### src/sv/permutation_enumerator_unit_assert.svh
// Assertion macros for the permutation enumerator
`ifndef PERMUTATION_ENUMERATOR_UNIT_ASSERT_SVH
`define PERMUTATION_ENUMERATOR_UNIT_ASSERT_SVH
`ifndef ASSERT_OFF
`define PEU_ASSERT_IMP(label, clk, rst_n, ante, cons) \
	label: assert property (@(posedge clk) disable iff (!rst_n) (ante) |-> (cons)) \
		else $error("peu: assertion failed");
`define PEU_ASSERT_NXT(label, clk, rst_n, ante, cons) \
	label: assert property (@(posedge clk) disable iff (!rst_n) (ante) |=> (cons)) \
		else $error("peu: assertion failed");
`else
`define PEU_ASSERT_IMP(label, clk, rst_n, ante, cons)
`define PEU_ASSERT_NXT(label, clk, rst_n, ante, cons)
`endif
`endif

### src/sv/peu_pkg.sv
// Package: shared constants, types and controller encodings
`default_nettype none
package peu_pkg;
	localparam int NUM_SLOTS      = 6;
	localparam int MAX_ELEMS_DEF  = 6;
	localparam int VALUE_BITS_DEF = 8;
	localparam int POS_W          = $clog2(NUM_SLOTS);
	localparam int COUNT_W        = 3;
	localparam int NUM_REGS       = NUM_SLOTS + 1;
	localparam int REG_IDX_W      = $clog2(NUM_REGS);
	localparam int ADDR_W         = $clog2(NUM_REGS * 4);
	localparam int DATA_W         = 32;

	localparam logic [REG_IDX_W-1:0] REG_COUNT      = REG_IDX_W'(0);
	localparam logic [REG_IDX_W-1:0] REG_ELEM_FIRST = REG_IDX_W'(1);
	localparam logic [REG_IDX_W-1:0] REG_ELEM_LAST  = REG_IDX_W'(NUM_SLOTS);

	typedef logic [POS_W-1:0] pos_t;

	typedef enum logic [2:0] {
		ST_IDLE,
		ST_EMIT,
		ST_FIND,
		ST_SWAP,
		ST_REV,
		ST_DONE
	} state_t;

	typedef struct packed {
		logic start;
		logic restart;
		logic emit;
		logic find;
		logic swap;
		logic rev;
		logic load_out;
	} ctl_t;

	typedef struct packed {
		logic exhausted;
		logic begun;
		logic piv_found;
		logic rev_more;
	} sts_t;
endpackage
`default_nettype wire

### src/sv/peu_if.sv
// Interfaces: request and response channels
`default_nettype none
interface peu_req_if;
	logic valid;
	logic ready;
	logic restart;

	modport source (output valid, output restart, input ready);
	modport sink (input valid, input restart, output ready);
endinterface

interface peu_rsp_if #(
	parameter int VALUE_BITS = peu_pkg::VALUE_BITS_DEF
);
	logic                         valid;
	logic                         ready;
	logic signed [VALUE_BITS-1:0] slot_0;
	logic signed [VALUE_BITS-1:0] slot_1;
	logic signed [VALUE_BITS-1:0] slot_2;
	logic signed [VALUE_BITS-1:0] slot_3;
	logic signed [VALUE_BITS-1:0] slot_4;
	logic signed [VALUE_BITS-1:0] slot_5;
	logic                         is_final;
	logic                         ok;

	modport source (output valid, output slot_0, output slot_1, output slot_2,
		output slot_3, output slot_4, output slot_5, output is_final, output ok,
		input ready);
	modport sink (input valid, input slot_0, input slot_1, input slot_2,
		input slot_3, input slot_4, input slot_5, input is_final, input ok,
		output ready);
endinterface
`default_nettype wire

### src/sv/peu_ctrl.sv
// Controller: sequences emit, pivot search, swap and suffix reversal
`default_nettype none
module peu_ctrl (
	input  wire logic          clk,
	input  wire logic          arst_n,
	input  wire logic          in_valid,
	input  wire logic          in_restart,
	output logic               in_ready,
	input  wire logic          out_ready,
	output logic               out_valid,
	input  wire peu_pkg::sts_t sts,
	output peu_pkg::ctl_t      ctl
);
	import peu_pkg::*;

	state_t state_q;
	state_t state_d;
	logic   out_valid_q;

	always_ff @(posedge clk or negedge arst_n) begin
		if (!arst_n) begin
			state_q     <= ST_IDLE;
			out_valid_q <= 1'b0;
		end else begin
			state_q <= state_d;
			if (ctl.load_out) begin
				out_valid_q <= 1'b1;
			end else if (out_ready) begin
				out_valid_q <= 1'b0;
			end
		end
	end

	always_comb begin
		state_d     = state_q;
		ctl         = '0;
		ctl.restart = in_restart;
		in_ready    = 1'b0;
		case (state_q)
			ST_IDLE: begin
				in_ready = 1'b1;
				if (in_valid) begin
					ctl.start = 1'b1;
					state_d   = ST_EMIT;
				end
			end
			ST_EMIT: begin
				ctl.emit = 1'b1;
				state_d  = sts.exhausted ? ST_DONE : ST_FIND;
			end
			ST_FIND: begin
				ctl.find = 1'b1;
				state_d  = sts.piv_found ? ST_SWAP : ST_DONE;
			end
			ST_SWAP: begin
				ctl.swap = 1'b1;
				state_d  = ST_REV;
			end
			ST_REV: begin
				ctl.rev = 1'b1;
				if (!sts.rev_more) begin
					state_d = ST_DONE;
				end
			end
			ST_DONE: begin
				if (!out_valid_q || out_ready) begin
					ctl.load_out = 1'b1;
					state_d      = ST_IDLE;
				end
			end
			default: begin
				state_d = ST_IDLE;
			end
		endcase
	end

	assign out_valid = out_valid_q;
endmodule
`default_nettype wire

### src/sv/peu_dp.sv
// Datapath: index array, pivot and swap search, result and output registers
`default_nettype none
module peu_dp #(
	parameter int MAX_ELEMS  = peu_pkg::MAX_ELEMS_DEF,
	parameter int VALUE_BITS = peu_pkg::VALUE_BITS_DEF
) (
	input  wire logic                                        clk,
	input  wire logic                                        arst_n,
	input  wire peu_pkg::ctl_t                               ctl,
	input  wire logic                                        count_wr,
	input  wire logic [peu_pkg::COUNT_W-1:0]                 cfg_count,
	input  wire logic [peu_pkg::NUM_SLOTS-1:0][VALUE_BITS-1:0] elems,
	output peu_pkg::sts_t                                    sts,
	output logic [peu_pkg::NUM_SLOTS-1:0][VALUE_BITS-1:0]    slots,
	output logic                                             is_final,
	output logic                                             ok
);
	import peu_pkg::*;

	localparam int LIMIT = (MAX_ELEMS < NUM_SLOTS) ? MAX_ELEMS : NUM_SLOTS;

	pos_t idx_q [NUM_SLOTS];
	logic begun_q;
	logic exh_q;
	pos_t piv_q;
	pos_t lo_q;
	pos_t hi_q;
	logic [NUM_SLOTS-1:0][VALUE_BITS-1:0] res_slots_q;
	logic res_final_q;
	logic res_ok_q;
	logic [NUM_SLOTS-1:0][VALUE_BITS-1:0] slots_q;
	logic final_q;
	logic ok_q;

	pos_t n;
	pos_t piv_d;
	pos_t swp_d;
	logic piv_found;
	logic rev_more;

	always_comb begin
		if (cfg_count == '0) begin
			n = POS_W'(1);
		end else if (int'(cfg_count) > LIMIT) begin
			n = POS_W'(LIMIT);
		end else begin
			n = POS_W'(cfg_count);
		end
	end

	always_comb begin
		piv_found = 1'b0;
		piv_d     = '0;
		for (int k = 0; k < NUM_SLOTS - 1; k++) begin
			if (k + 1 < int'(n) && idx_q[k] < idx_q[k+1]) begin
				piv_found = 1'b1;
				piv_d     = POS_W'(k);
			end
		end
	end

	always_comb begin
		swp_d = piv_q;
		for (int k = 0; k < NUM_SLOTS; k++) begin
			if (k > int'(piv_q) && k < int'(n) && idx_q[k] > idx_q[piv_q]) begin
				swp_d = POS_W'(k);
			end
		end
	end

	assign rev_more = lo_q < hi_q;

	always_ff @(posedge clk or negedge arst_n) begin
		if (!arst_n) begin
			for (int k = 0; k < NUM_SLOTS; k++) begin
				idx_q[k] <= POS_W'(k);
			end
			begun_q <= 1'b0;
			exh_q   <= 1'b0;
		end else if (count_wr) begin
			for (int k = 0; k < NUM_SLOTS; k++) begin
				idx_q[k] <= POS_W'(k);
			end
			begun_q <= 1'b0;
			exh_q   <= 1'b0;
		end else if (ctl.start && (ctl.restart || !begun_q)) begin
			for (int k = 0; k < NUM_SLOTS; k++) begin
				idx_q[k] <= POS_W'(k);
			end
			begun_q <= 1'b1;
			exh_q   <= 1'b0;
		end else if (ctl.find && !piv_found) begin
			exh_q <= 1'b1;
		end else if (ctl.swap) begin
			idx_q[piv_q] <= idx_q[swp_d];
			idx_q[swp_d] <= idx_q[piv_q];
		end else if (ctl.rev && rev_more) begin
			idx_q[lo_q] <= idx_q[hi_q];
			idx_q[hi_q] <= idx_q[lo_q];
		end
	end

	always_ff @(posedge clk) begin
		if (ctl.find) begin
			piv_q <= piv_d;
		end
		if (ctl.swap) begin
			lo_q <= piv_q + POS_W'(1);
			hi_q <= n - POS_W'(1);
		end else if (ctl.rev && rev_more) begin
			lo_q <= lo_q + POS_W'(1);
			hi_q <= hi_q - POS_W'(1);
		end
		if (ctl.emit) begin
			for (int k = 0; k < NUM_SLOTS; k++) begin
				res_slots_q[k] <= (k < int'(n) && !exh_q) ? elems[idx_q[k]] : '0;
			end
			res_ok_q    <= !exh_q;
			res_final_q <= 1'b0;
		end else if (ctl.find && !piv_found) begin
			res_final_q <= 1'b1;
		end
		if (ctl.load_out) begin
			slots_q <= res_slots_q;
			final_q <= res_final_q;
			ok_q    <= res_ok_q;
		end
	end

	assign sts.exhausted = exh_q;
	assign sts.begun     = begun_q;
	assign sts.piv_found = piv_found;
	assign sts.rev_more  = rev_more;
	assign slots         = slots_q;
	assign is_final      = final_q;
	assign ok            = ok_q;
endmodule
`default_nettype wire

### src/sv/permutation_enumerator_unit.sv
// Top level: permutation enumerator with APB register port
// Each request emits the current ordering; unless exhausted, a pivot search follows, and on
// all but the last ordering one swap, then one reversal swap per cycle.
// A new request is taken while the previous response beat still waits in the output
// register.
// Reset: asynchronous, clears index array to identity, count to one, values to zero.
`default_nettype none
`include "permutation_enumerator_unit_assert.svh"
module permutation_enumerator_unit #(
	parameter int MAX_ELEMS  = peu_pkg::MAX_ELEMS_DEF,
	parameter int VALUE_BITS = peu_pkg::VALUE_BITS_DEF
) (
	input  wire logic                         clk,
	input  wire logic                         arst_n,
	input  wire logic                         psel,
	input  wire logic                         penable,
	input  wire logic                         pwrite,
	input  wire logic [peu_pkg::ADDR_W-1:0]   paddr,
	input  wire logic [peu_pkg::DATA_W-1:0]   pwdata,
	output logic      [peu_pkg::DATA_W-1:0]   prdata,
	output logic                              pready,
	peu_req_if.sink                           req,
	peu_rsp_if.source                         rsp
);
	import peu_pkg::*;

	logic [COUNT_W-1:0]                   count_q;
	logic [NUM_SLOTS-1:0][VALUE_BITS-1:0] elem_q;
	logic [REG_IDX_W-1:0]                 reg_idx;
	logic                                 wr_beat;
	logic                                 count_wr;
	logic                                 elem_sel;
	pos_t                                 elem_idx;
	ctl_t                                 ctl;
	sts_t                                 sts;
	logic [NUM_SLOTS-1:0][VALUE_BITS-1:0] slots;

	assign pready   = 1'b1;
	assign reg_idx  = paddr[ADDR_W-1:2];
	assign wr_beat  = psel && penable && pwrite;
	assign count_wr = wr_beat && (reg_idx == REG_COUNT);
	assign elem_sel = (reg_idx >= REG_ELEM_FIRST) && (reg_idx <= REG_ELEM_LAST);
	assign elem_idx = POS_W'(reg_idx - REG_ELEM_FIRST);

	always_ff @(posedge clk or negedge arst_n) begin
		if (!arst_n) begin
			count_q <= COUNT_W'(1);
			elem_q  <= '0;
		end else if (wr_beat) begin
			if (reg_idx == REG_COUNT) begin
				count_q <= pwdata[COUNT_W-1:0];
			end else if (elem_sel) begin
				elem_q[elem_idx] <= pwdata[VALUE_BITS-1:0];
			end
		end
	end

	always_comb begin
		prdata = '0;
		if (reg_idx == REG_COUNT) begin
			prdata = DATA_W'(count_q);
		end else if (elem_sel) begin
			prdata = DATA_W'(elem_q[elem_idx]);
		end
	end

	peu_ctrl u_ctrl (
		.clk        (clk),
		.arst_n     (arst_n),
		.in_valid   (req.valid),
		.in_restart (req.restart),
		.in_ready   (req.ready),
		.out_ready  (rsp.ready),
		.out_valid  (rsp.valid),
		.sts        (sts),
		.ctl        (ctl)
	);

	peu_dp #(
		.MAX_ELEMS  (MAX_ELEMS),
		.VALUE_BITS (VALUE_BITS)
	) u_dp (
		.clk       (clk),
		.arst_n    (arst_n),
		.ctl       (ctl),
		.count_wr  (count_wr),
		.cfg_count (count_q),
		.elems     (elem_q),
		.sts       (sts),
		.slots     (slots),
		.is_final  (rsp.is_final),
		.ok        (rsp.ok)
	);

	assign rsp.slot_0 = slots[0];
	assign rsp.slot_1 = slots[1];
	assign rsp.slot_2 = slots[2];
	assign rsp.slot_3 = slots[3];
	assign rsp.slot_4 = slots[4];
	assign rsp.slot_5 = slots[5];

	`PEU_ASSERT_IMP(a_exhausted_not_final, clk, arst_n, rsp.valid && !rsp.ok, !rsp.is_final)
	`PEU_ASSERT_NXT(a_busy_after_req, clk, arst_n, req.valid && req.ready, !req.ready)
	`PEU_ASSERT_NXT(a_count_wr_clears, clk, arst_n, count_wr, !sts.begun && !sts.exhausted)
endmodule
`default_nettype wire

### src/flat_wrapper.sv
// flat-port wrapper written by rule: the top's interface ports become plain ports
module permutation_enumerator_unit_flat import peu_pkg::*;
#(
	parameter int MAX_ELEMS  = peu_pkg::MAX_ELEMS_DEF,
	parameter int VALUE_BITS = peu_pkg::VALUE_BITS_DEF
)
  (clk, arst_n, psel, penable, pwrite, paddr, pwdata, prdata, pready, req_valid, req_restart, req_ready, rsp_valid, rsp_slot_0, rsp_slot_1, rsp_slot_2, rsp_slot_3, rsp_slot_4, rsp_slot_5, rsp_is_final, rsp_ok, rsp_ready);
  peu_req_if req_i ();
  peu_rsp_if #(.VALUE_BITS(VALUE_BITS)) rsp_i ();
  input  wire logic clk;
  input  wire logic arst_n;
  input  wire logic psel;
  input  wire logic penable;
  input  wire logic pwrite;
  input  wire logic [peu_pkg::ADDR_W-1:0] paddr;
  input  wire logic [peu_pkg::DATA_W-1:0] pwdata;
  output logic      [peu_pkg::DATA_W-1:0] prdata;
  output logic pready;
  input wire logic [$bits(req_i.valid)-1:0] req_valid;
  input wire logic [$bits(req_i.restart)-1:0] req_restart;
  output wire logic [$bits(req_i.ready)-1:0] req_ready;
  output wire logic [$bits(rsp_i.valid)-1:0] rsp_valid;
  output wire logic [$bits(rsp_i.slot_0)-1:0] rsp_slot_0;
  output wire logic [$bits(rsp_i.slot_1)-1:0] rsp_slot_1;
  output wire logic [$bits(rsp_i.slot_2)-1:0] rsp_slot_2;
  output wire logic [$bits(rsp_i.slot_3)-1:0] rsp_slot_3;
  output wire logic [$bits(rsp_i.slot_4)-1:0] rsp_slot_4;
  output wire logic [$bits(rsp_i.slot_5)-1:0] rsp_slot_5;
  output wire logic [$bits(rsp_i.is_final)-1:0] rsp_is_final;
  output wire logic [$bits(rsp_i.ok)-1:0] rsp_ok;
  input wire logic [$bits(rsp_i.ready)-1:0] rsp_ready;
  assign req_i.valid = req_valid;
  assign req_i.restart = req_restart;
  assign req_ready = req_i.ready;
  assign rsp_valid = rsp_i.valid;
  assign rsp_slot_0 = rsp_i.slot_0;
  assign rsp_slot_1 = rsp_i.slot_1;
  assign rsp_slot_2 = rsp_i.slot_2;
  assign rsp_slot_3 = rsp_i.slot_3;
  assign rsp_slot_4 = rsp_i.slot_4;
  assign rsp_slot_5 = rsp_i.slot_5;
  assign rsp_is_final = rsp_i.is_final;
  assign rsp_ok = rsp_i.ok;
  assign rsp_i.ready = rsp_ready;
  permutation_enumerator_unit #(.MAX_ELEMS(MAX_ELEMS), .VALUE_BITS(VALUE_BITS)) u_core (.clk(clk), .arst_n(arst_n), .psel(psel), .penable(penable), .pwrite(pwrite), .paddr(paddr), .pwdata(pwdata), .prdata(prdata), .pready(pready), .req(req_i), .rsp(rsp_i));
endmodule
### config.mk
export PLATFORM = sky130hd
export DESIGN_NAME = permutation_enumerator_unit_flat
export DESIGN_NICKNAME = d
export VERILOG_FILES = /design/src/sv/peu_pkg.sv /design/src/sv/peu_if.sv /design/src/sv/peu_ctrl.sv /design/src/sv/peu_dp.sv /design/src/sv/permutation_enumerator_unit.sv /design/src/flat_wrapper.sv
export VERILOG_INCLUDE_DIRS = /design/src /design/src/sv
export SDC_FILE = /design/constraint.sdc
export NUM_CORES = 1
export LEC_CHECK = 0
export BUFFER_PORTS_ARGS = -buffer_cell sky130_fd_sc_hd__buf_4
export CAP_MARGIN = 30
export CORE_UTILIZATION = 54
export DETAILED_ROUTE_END_ITERATION = 8
export PLACE_DENSITY = 0.81
export SYNTH_ARGS = -nofsm -noshare
export SYNTH_HDL_FRONTEND = slang
export SYNTH_SLANG_ARGS = --single-unit
### constraint.sdc
create_clock -name clk -period 3.6 [get_ports clk]
set_input_delay 0.18 -clock clk [delete_from_list [all_inputs] [get_ports clk]]
set_output_delay 0.18 -clock clk [all_outputs]
set_load 0.01 [all_outputs]
Word level (Yosys, flattened, before mapping) --
Cells that the tools add are included.
Storage, ports and cells: bits of input ports 45, bits in registers 184, output and inout bits 85, logic and storage cells 236
Operators by class: $add $sub $neg 5, multiplexer cells 89, eq/ne operators 9, bitwise logic cells 5, reductions and logical operators 51, $lt $le $gt $ge 41
Operators with widths (number):
- 8-bit binary-select mux with 3-bit select | 7
- 18-bit 2-to-1 mux | 5
- 3-bit 2-to-1 mux | 30
- 18-bit bitwise mux | 4
- 8-bit 2-to-1 mux | 9
- 48-bit bitwise mux | 1
- 3-bit binary-select mux with 3-bit select | 4
- 3-bit demux with 3-bit select | 4
- 1-bit logical AND | 33
- 32-bit 2-to-1 mux | 1
- 3-bit by 4-bit < comparator with 1-bit output, second input constant | 7
- 8-bit demux with 3-bit select | 1
- 1-bit 2-to-1 mux | 22
- 3-bit < comparator | 6
- 3-bit case mux with 6 select lines | 1
- 4-bit >= comparator, second input constant | 4
- 4-bit by 1-bit < comparator with 1-bit output, second input constant | 4
- 3-bit inverter with 4-bit output | 4
- 3-bit > comparator | 5
- 3-bit logical NOT | 3
- 3-bit by 1-bit subtractor with 3-bit output, second input constant | 3
- 3-bit by 1-bit adder with 3-bit output, second input constant | 2
- 3-bit by 2-bit equality test with 1-bit output, second input constant | 2
- 3-bit equality test, second input constant | 2
- 20 further kinds | 36

Depth between registers and ports, before layout --
Gate-level depths: netlist of the first run.
depth in word-level cells 21, mapped depth 14, depth with buffers taken out 13

Hierarchy --
From an unflattened synthesis of the first run, not the netlist that was laid out.
Second synthesis, totals: cell total of the unflattened synthesis 1021, area total of the unflattened synthesis 12064.1 µm²
Modules (own cells, without submodules):
- peu_dp | area each 9011.1 µm², cells each 777, instances 1, sequential area each 3772.4 µm²
- permutation_enumerator_unit | area each 2757.6 µm², cells each 209, instances 1, sequential area each 1277.5 µm²
- peu_ctrl | area each 295.3 µm², cells each 35, instances 1, sequential area each 100.1 µm²

Least setup slack after synthesis of the first run --
OpenSTA, ideal clock, no wires.
path kind register to register, start point register u_core.u_dp.piv_q[0], end point register u_core.u_dp.idx_q[9] in the netlist's numbering, slack -0.371 ns, required time 3.508 ns, library setup time 0.092 ns, arrival 3.879 ns, clock period less this slack 3.971 ns, path buffers 2, stages on the path, launching flop included 15, path through edfxtp_1 buf_2 clkbuf_1 nand3_1 o21ai_0 a222oi_1 ha_1 nor2b_1 o21a_1 o21a_2 nor2_1 a31oi_1 a211o_1 o31a_1 o31ai_2
On the way: longest elaborated chain between the ends 21, elaborated cells on any way between the ends 49, classes of those cells order compare: 14; mux: 21; bitwise: 2; reduce/logical: 12
RTL lines:
- start: declaration | line peu_dp.sv:25 | pos_t piv_q;
- start signal: assignment | line peu_dp.sv:105 | piv_q <= piv_d;
- 3-bit inverter with 4-bit output (not written as such) | line peu_dp.sv:65, peu_dp.sv:95, peu_dp.sv:96
- 3-bit binary-select mux with 3-bit select | line peu_dp.sv:65, peu_dp.sv:96
- 3-bit 2-to-1 mux (not written as such) (2 in a row) | line peu_dp.sv:65, peu_dp.sv:96
- 3-bit > comparator | line peu_dp.sv:65 | if (k > int'(piv_q) && k < int'(n) && idx_q[k] > idx_q[piv_q]) begin
- 1-bit logical AND | line peu_dp.sv:65
- 3-bit 2-to-1 mux (5 in a row) | line peu_dp.sv:65
- 3-bit inverter with 4-bit output (not written as such) | line peu_dp.sv:95, peu_dp.sv:96
- 4-bit >= comparator (not written as such) (tied with other cells) | line peu_dp.sv:96 | idx_q[swp_d] <= idx_q[piv_q];
- 1-bit logical AND (not written as such) / 3-bit 2-to-1 mux (equally long branches) | line peu_dp.sv:96, peu_dp.sv:95
- 3-bit 2-to-1 mux (on tied branches) | line peu_dp.sv:96, peu_dp.sv:95
- 3-bit demux with 3-bit select / 18-bit bitwise mux (equally long branches) | line peu_dp.sv:96, peu_dp.sv:95
- 18-bit bitwise mux (*) | line peu_dp.sv:96
- 18-bit 2-to-1 mux (*) | line peu_dp.sv:94 | end else if (ctl.swap) begin
- 18-bit 2-to-1 mux (*) | line peu_dp.sv:92 | end else if (ctl.find && !piv_found) begin
- 18-bit 2-to-1 mux (*) | line peu_dp.sv:86 | end else if (ctl.start && (ctl.restart || !begun_q)) begin
- 18-bit 2-to-1 mux (*) | line peu_dp.sv:80 | end else if (count_wr) begin
- end signal: indexed assignment | line peu_dp.sv:82 | idx_q[k] <= POS_W'(k);
- end signal: indexed assignment | line peu_dp.sv:88 | idx_q[k] <= POS_W'(k);
- end signal: indexed assignment | line peu_dp.sv:95 | idx_q[piv_q] <= idx_q[swp_d];
- end: declaration | line peu_dp.sv:22 | pos_t idx_q [NUM_SLOTS];
Mark *: on every way between the ends. The rest lies on a longest branch, timed or not. The select of a mux whose other input is x is not followed. A chain may end at the register's enable or synchronous reset.

Worst setup path after layout of the first run --
start point register u_core.u_dp.piv_q[0], end point register u_core.u_dp.idx_q[17] in the netlist's numbering
The elaborated chain is that of the path after synthesis.

==> reports/metrics.cfg, run 1 <==
[setup_path]
critical-path-top-delay-family = compound AO/OA/AOI/OAI gates
rr_startpoint = u_core.u_dp.piv_q[0]
endpoint = u_core.u_dp.idx_q[17]
crit_required_ns = 3.98
crit_buf_inv = 5
timing.rr.end = u_core.u_dp.idx_q[17]
worstSetupPathType = reg -> reg
crit_top_cell = buf_6
cp-start-kind = flip-flop
cp_num_cells = 17
cpPeakStageDelay_ns = 0.54
reg2reg_slack_ns = -0.13
crit_path_cell_trace = buf_6 -> mux2i_1 -> o21ai_1 -> a222oi_1 -> buf_4 -> buf_6 -> ha_4 -> nand3b_1 -> a211oi_4 -> a21oi_4 -> buf_6 -> o22ai_4 -> a221oi_4 -> a2111o_1 -> buf_6 -> o221a_1 -> o21ai_1
critPathMaxFanout = 5
cp-end-kind = flip-flop
crit_arrival_ns = 4.10
worst-r2r-cell-count = 17
slowest_stage = edfxtp_1
cp-startpoint = u_core.u_dp.piv_q[0]

[floorplanning]
die_area_um2 = 22390
coreArea_um2 = 21220
initial_utilization_pct = 55.47
io_pins = 130
die_w_um = 149.6
rows = 53
die_height_um = 149.6

[grt]
grt_overflow = 0
grt_max_degree = 76
top_usage_layer = met2
met2_usage_pct = 47.87
grt_pass1_vias = 9650
grt_usage_pct = 32.40
grt_pass1_wl_um = 54230
antenna_found_initial = 0
grtUsageMet3_pct = 8.201
met1_usage_pct = 45.52

[pwr]
power_leakage_nw = 5.702
cellPowerDensity_nw_per_um2 = 829.8
power_mw = 12.06
ir_drop_v = 0.0005242

[clock_tree]
clk_pin_slew_ns = 0.08
clockRootBuffer = clkbuf_16
cts_inserted_buffers = 17
cts_tree = done
cts_buffer_depth = 2
cts_num_sinks = 184
insertion_delay_ns = 0.45
htree_levels = 4

[job]
cap_violations = 0

[sta]
setup_violations = 15
fmax_mhz = 268.3
period_share_pct = 103.5
period_needed_ns = 3.727
drv_slew = 0
tightest_slew_ns = 1.058
setup_tns_ns = -1.257
slew_headroom_pct = 29.28
fin_ws_ns = -0.1266
hold_viol_final = 0
skew_ns = 0.01543
rsz0062_at_grt = true

[synth]
synth_edf_count = 108
yosys_most_used_dff = edfxtp_1
syn_area_um2 = 11770
synth_warnings = 0
ys_seq_elements = 184
yosysSeqAreaShare_pct = 43.75
avgSynthCellArea_um2 = 11.41
synthArstFlopShare_pct = 40.76
synth.distinct_cells = 87
syn_inst = 1032

[status]
violations = negative setup slack
status = finished with violations

[detailed_routing]
first_pass_iters = 6
viasPerCell = 6.867
via_count = 10190
drc_errors = 0
ant_nets = 0
drt_iter0_drc = 1537
wl_um = 35940
avgRoutedWirePerCell_um = 24.22

[min_path]
min_path_type = in -> reg

[final_layout]
layout_commonest_cell = buf_4
final_nets = 1275
mostFrequentLayoutCells = buf_4 (185), edfxtp_1 (108), mux2_2 (102)
area_growth_pct = 23.50
drive_gt1_share_pct = 39.78
insertedDiodeCount = 0
n_fill_cell = 1472

[placement]
place_congestion = 0.9581
hpwlAfterDp_um = 24640
port_buffers = 78

-- power by group --
group	internal [mW]	switching [mW]	total [mW]
logic	2.99	3.58	6.57
registers	2.99	0.623	3.61
clock network	0.944	0.931	1.88
-- worst register-to-register path, stage by stage (launching register included) --
cell	delay (ns)
edfxtp_1	0.54
buf_6	0.15
mux2i_1	0.18
o21ai_1	0.09
a222oi_1	0.32
buf_4	0.24
buf_6	0.12
ha_4	0.12
nand3b_1	0.14
a211oi_4	0.34
a21oi_4	0.11
buf_6	0.13
o22ai_4	0.28
a221oi_4	0.12
a2111o_1	0.34
buf_6	0.13
o221a_1	0.20
o21ai_1	0.11
-- registers in the layout, indices dropped and copies added (netlist names) --
register	cells
u_core.u_dp.is_final	1
u_core.u_dp.res_ok_q	1
u_core.u_dp.ok	1
u_core.u_ctrl.state_q	3
u_core.elem_q	48
u_core.u_dp.exh_q	1
u_core.u_dp.hi_q	3
u_core.count_q	3
u_core.u_dp.idx_q	18
u_core.u_dp.lo_q	3
u_core.u_dp.begun_q	1
u_core.u_ctrl.out_valid	1
u_core.u_dp.slots	48
u_core.u_dp.piv_q	3
u_core.u_dp.res_final_q	1
u_core.u_dp.res_slots_q	48
-- Yosys cell counts (19+ instances only) --
master | count | area share (%)
mux4_2 | 51 | 9.8
nor2_1 | 94 | 3.0
inv_1 | 32 | 1.0
o22ai_1 | 28 | 1.5
mux2_2 | 103 | 9.9
ha_1 | 34 | 3.6
clkbuf_1 | 37 | 1.2
buf_4 | 28 | 1.8
nand3_1 | 19 | 0.81
a21oi_1 | 38 | 1.6
o21ai_0 | 50 | 2.1
edfxtp_1 | 108 | 28
nor3_1 | 20 | 0.85
nand2_1 | 49 | 1.6
dfrtp_1 | 67 | 14
a22oi_1 | 52 | 3.3
-- metal layers --
layer  part of all wire, %  vias up
met4                   3.8        0
li1                      -     4317
met3                    13      151
met1                    39     4872
met2                    44      850
met5                     0        -
-- worst min path at each step --
stage | startpoint | slack, ns | cells after the start | endpoint
finish | pwdata[7] | 0.01 | 2 | u_core.elem_q[23]
global route | pwdata[7] | 0.01 | 2 | u_core.elem_q[47]
CTS | pwdata[7] | 0.007 | 2 | u_core.elem_q[31]
detailed placement | arst_n | 0.37 | 1 | u_core.u_dp.idx_q[11]
global placement | arst_n | 0.37 | 1 | u_core.u_dp.idx_q[11]
floorplan | arst_n | -0.12 | 0 | u_core.count_q[1]
-- area by class of cell --
type	count	area [um2]	share of cell area (%)
multi-input combinational	756	6711	46.17
clock buffer	17	425.4	2.927
timing repair buffer	202	1608	11.06
tap	275	344.1	2.367
sequential	184	5150	35.43
clock inverter	15	166.4	1.145
inverter	35	131.4	0.9038
-- repair_timing --
action                                  in CTS  in global routing
hold buffers                                 1                  0
endpoints found under the hold margin       67                  0
resized for setup                           18                 88
endpoints found under the setup margin      13                 18
pin swaps                                   19                 32
buffers inserted                             8                 19
-- through the flow --
step	util, %	cell area [um2]	hold slack (ns)	worst slack [ns]	instances
after floorplan	-	11920	-0.1156	-0.1300	1055
after global routing	68.50	14540	0.01391	-0.2252	1484
after detailed placement	62.06	13170	0.3730	-0.1271	1426
final	68.50	14540	0.01078	-0.1266	1484
after global placement	62.06	13170	0.3652	-0.08185	1426
after CTS	65.64	13930	0.007063	0.002800	1466
-- kinds of logic after synthesis --
kind of cell	count (synthesis)	synth area share, %
xor+xnor	5	0.3721
flops	184	43.75
simple gates	248	10.00
other cells	2	0.06381
mux	169	20.89
fa+ha+maj	35	3.699
compound gates	274	16.52
buf+inv	115	4.699
(Power assumes the default switching activity.)
==> run 2: changes to the inputs <==
--- a/config.mk
+++ b/config.mk
@@ -6,10 +6,12 @@
 export SDC_FILE = /design/constraint.sdc
 export NUM_CORES = 1
 export LEC_CHECK = 0
+export ABC_CLOCK_PERIOD_IN_PS = 3600
 export BUFFER_PORTS_ARGS = -buffer_cell sky130_fd_sc_hd__buf_4
 export CAP_MARGIN = 30
 export CORE_UTILIZATION = 54
 export DETAILED_ROUTE_END_ITERATION = 8
+export HOLD_SLACK_MARGIN = 0.02
 export PLACE_DENSITY = 0.81
 export SYNTH_ARGS = -nofsm -noshare
 export SYNTH_HDL_FRONTEND = slang
==> reports/metrics.cfg, run 2 (synthesized netlist as in run 1, its figures left out) <==
[placement]
dp.cells = 1426
dp_slack_ns = -0.1271
placed_cell_area_um2 = 13170
port_buffers = 78
place_congestion = 0.9581
hpwlAfterDp_um = 24640

[detailed_routing]
viasPerCell = 6.837
via_count = 10180
wl_met3_um = 4789
wl_met1_um = 14090
drt_iter0_drc = 1584
wl_um = 35910
ant_nets = 0
avgRoutedWirePerCell_um = 24.12
drc_errors = 0
dr_wl_met2_um = 15750
first_pass_iters = 7
highest_layer = met4

[sta]
whs_ns = 0.02702
period_share_pct = 103.7
rsz0062_at_grt = true
hold_viol_final = 0
period_needed_ns = 3.735
fmax_mhz = 267.8
drv_slew = 0
setup_violations = 15
slew_headroom_pct = 27.42
tightest_slew_ns = 1.086
fin_ws_ns = -0.1347
setup_tns_ns = -1.330
skew_ns = 0.01604

[clock_tree]
cts_buffer_depth = 2
cts_inserted_buffers = 17
insertion_delay_ns = 0.45
clockRootBuffer = clkbuf_16
htree_levels = 4
clk_pin_slew_ns = 0.08
cts_num_sinks = 184
cts_tree = done

[grt]
grt_usage_pct = 32.47
antenna_found_initial = 0
grt_overflow = 0
grt_max_degree = 76
grt_pass1_wl_um = 54340
grt_pass1_vias = 9671

[status]
status = finished with violations
violations = negative setup slack

[setup_path]
crit_path_cell_trace = buf_8 -> buf_4 -> mux2i_1 -> nor2_1 -> a21oi_4 -> buf_12 -> ha_1 -> nand3b_1 -> a211oi_4 -> a21oi_4 -> buf_6 -> o22ai_4 -> a221oi_4 -> a2111o_1 -> buf_6 -> o221a_1 -> o21ai_1
slowest_stage = edfxtp_1
worst-r2r-cell-count = 17
cpPeakStageDelay_ns = 0.53
cp-start-kind = flip-flop
crit_arrival_ns = 4.11
crit_buf_inv = 5
critical-path-top-delay-family = compound AO/OA/AOI/OAI gates
cp_num_cells = 17
crit_required_ns = 3.98
worstSetupPathType = reg -> reg
critPathMaxFanout = 5
cp-end-kind = flip-flop

[final_layout]
n_fill_cell = 1466
layout_commonest_cell = buf_4
final_util_pct = 68.74
finalNonFillerCells = 1489
final_nets = 1280
final_cell_area_um2 = 14590
insertedDiodeCount = 0
mostFrequentLayoutCells = buf_4 (185), edfxtp_1 (108), mux2_2 (102)
area_growth_pct = 23.93
drive_gt1_share_pct = 39.62

[min_path]
min_path_type = in -> reg
hold_depth = 2

[floorplanning]
die_w_um = 149.6
io_pins = 130
coreArea_um2 = 21220
die_area_um2 = 22390
initial_utilization_pct = 55.47
die_height_um = 149.6
rows = 53

[pwr]
power_leakage_nw = 5.723
cellPowerDensity_nw_per_um2 = 827.7
power_mw = 12.07
ir_drop_v = 0.0005236

[job]
cap_violations = 0

## run 2: power breakdown
part	internal [mW]	leakage, nW	switching [mW]
logic	3.00	3.45	3.59
registers	2.99	1.98	0.620
clock network	0.945	0.292	0.936
## run 2: worst reg2reg max path: stages, from the launching register on
cell and delay [ns]:
edfxtp_1 0.53, buf_8 0.19, buf_4 0.13, mux2i_1 0.12
nor2_1 0.22, a21oi_4 0.08, buf_12 0.14, ha_1 0.32
nand3b_1 0.16, a211oi_4 0.35, a21oi_4 0.11, buf_6 0.13
o22ai_4 0.28, a221oi_4 0.12, a2111o_1 0.34, buf_6 0.13
o221a_1 0.20, o21ai_1 0.11
## run 2: final cells by class
type                    count  area, um2  share of cell area (%)
clock inverters            15      166.4                   1.141
inverters                  35      131.4                  0.9007
well taps                 275      344.1                   2.359
clock buffers              17      425.4                   2.916
repair buffers            207       1658                   11.37
multi-input cells         756       6711                   46.01
flip-flops and latches    184       5150                   35.31
## run 2: per-layer routing
layer,vias to the layer above,GRT usage [%]
met2,828,47.85
met3,157,8.171
met4,0,13.01
li1,4309,-
met1,4886,45.79
met5,-,0
## run 2: timing repair
item / in CTS / in global routing
resized for setup: 18 / 88
setup buffers: 8 / 19
cloned: 0 / 0
pin swaps: 19 / 32
hold buffers: 6 / 0
endpoints found under the hold margin: 84 / 0
setup endpoints to repair: 13 / 18
## run 2: final timing paths
path                                         end  slack [ns]                        start
hold reg to reg            u_core.u_dp.slots[23]        0.42  u_core.u_dp.res_slots_q[23]
hold / removal                 u_core.elem_q[26]        0.03                    pwdata[2]
setup / recovery           u_core.u_dp.idx_q[17]       -0.13         u_core.u_dp.piv_q[0]
min in group asynchronous  u_core.u_dp.idx_q[11]        0.09                       arst_n
setup reg to reg           u_core.u_dp.idx_q[17]       -0.13         u_core.u_dp.piv_q[0]
max in group asynchronous      u_core.count_q[0]        2.91                       arst_n
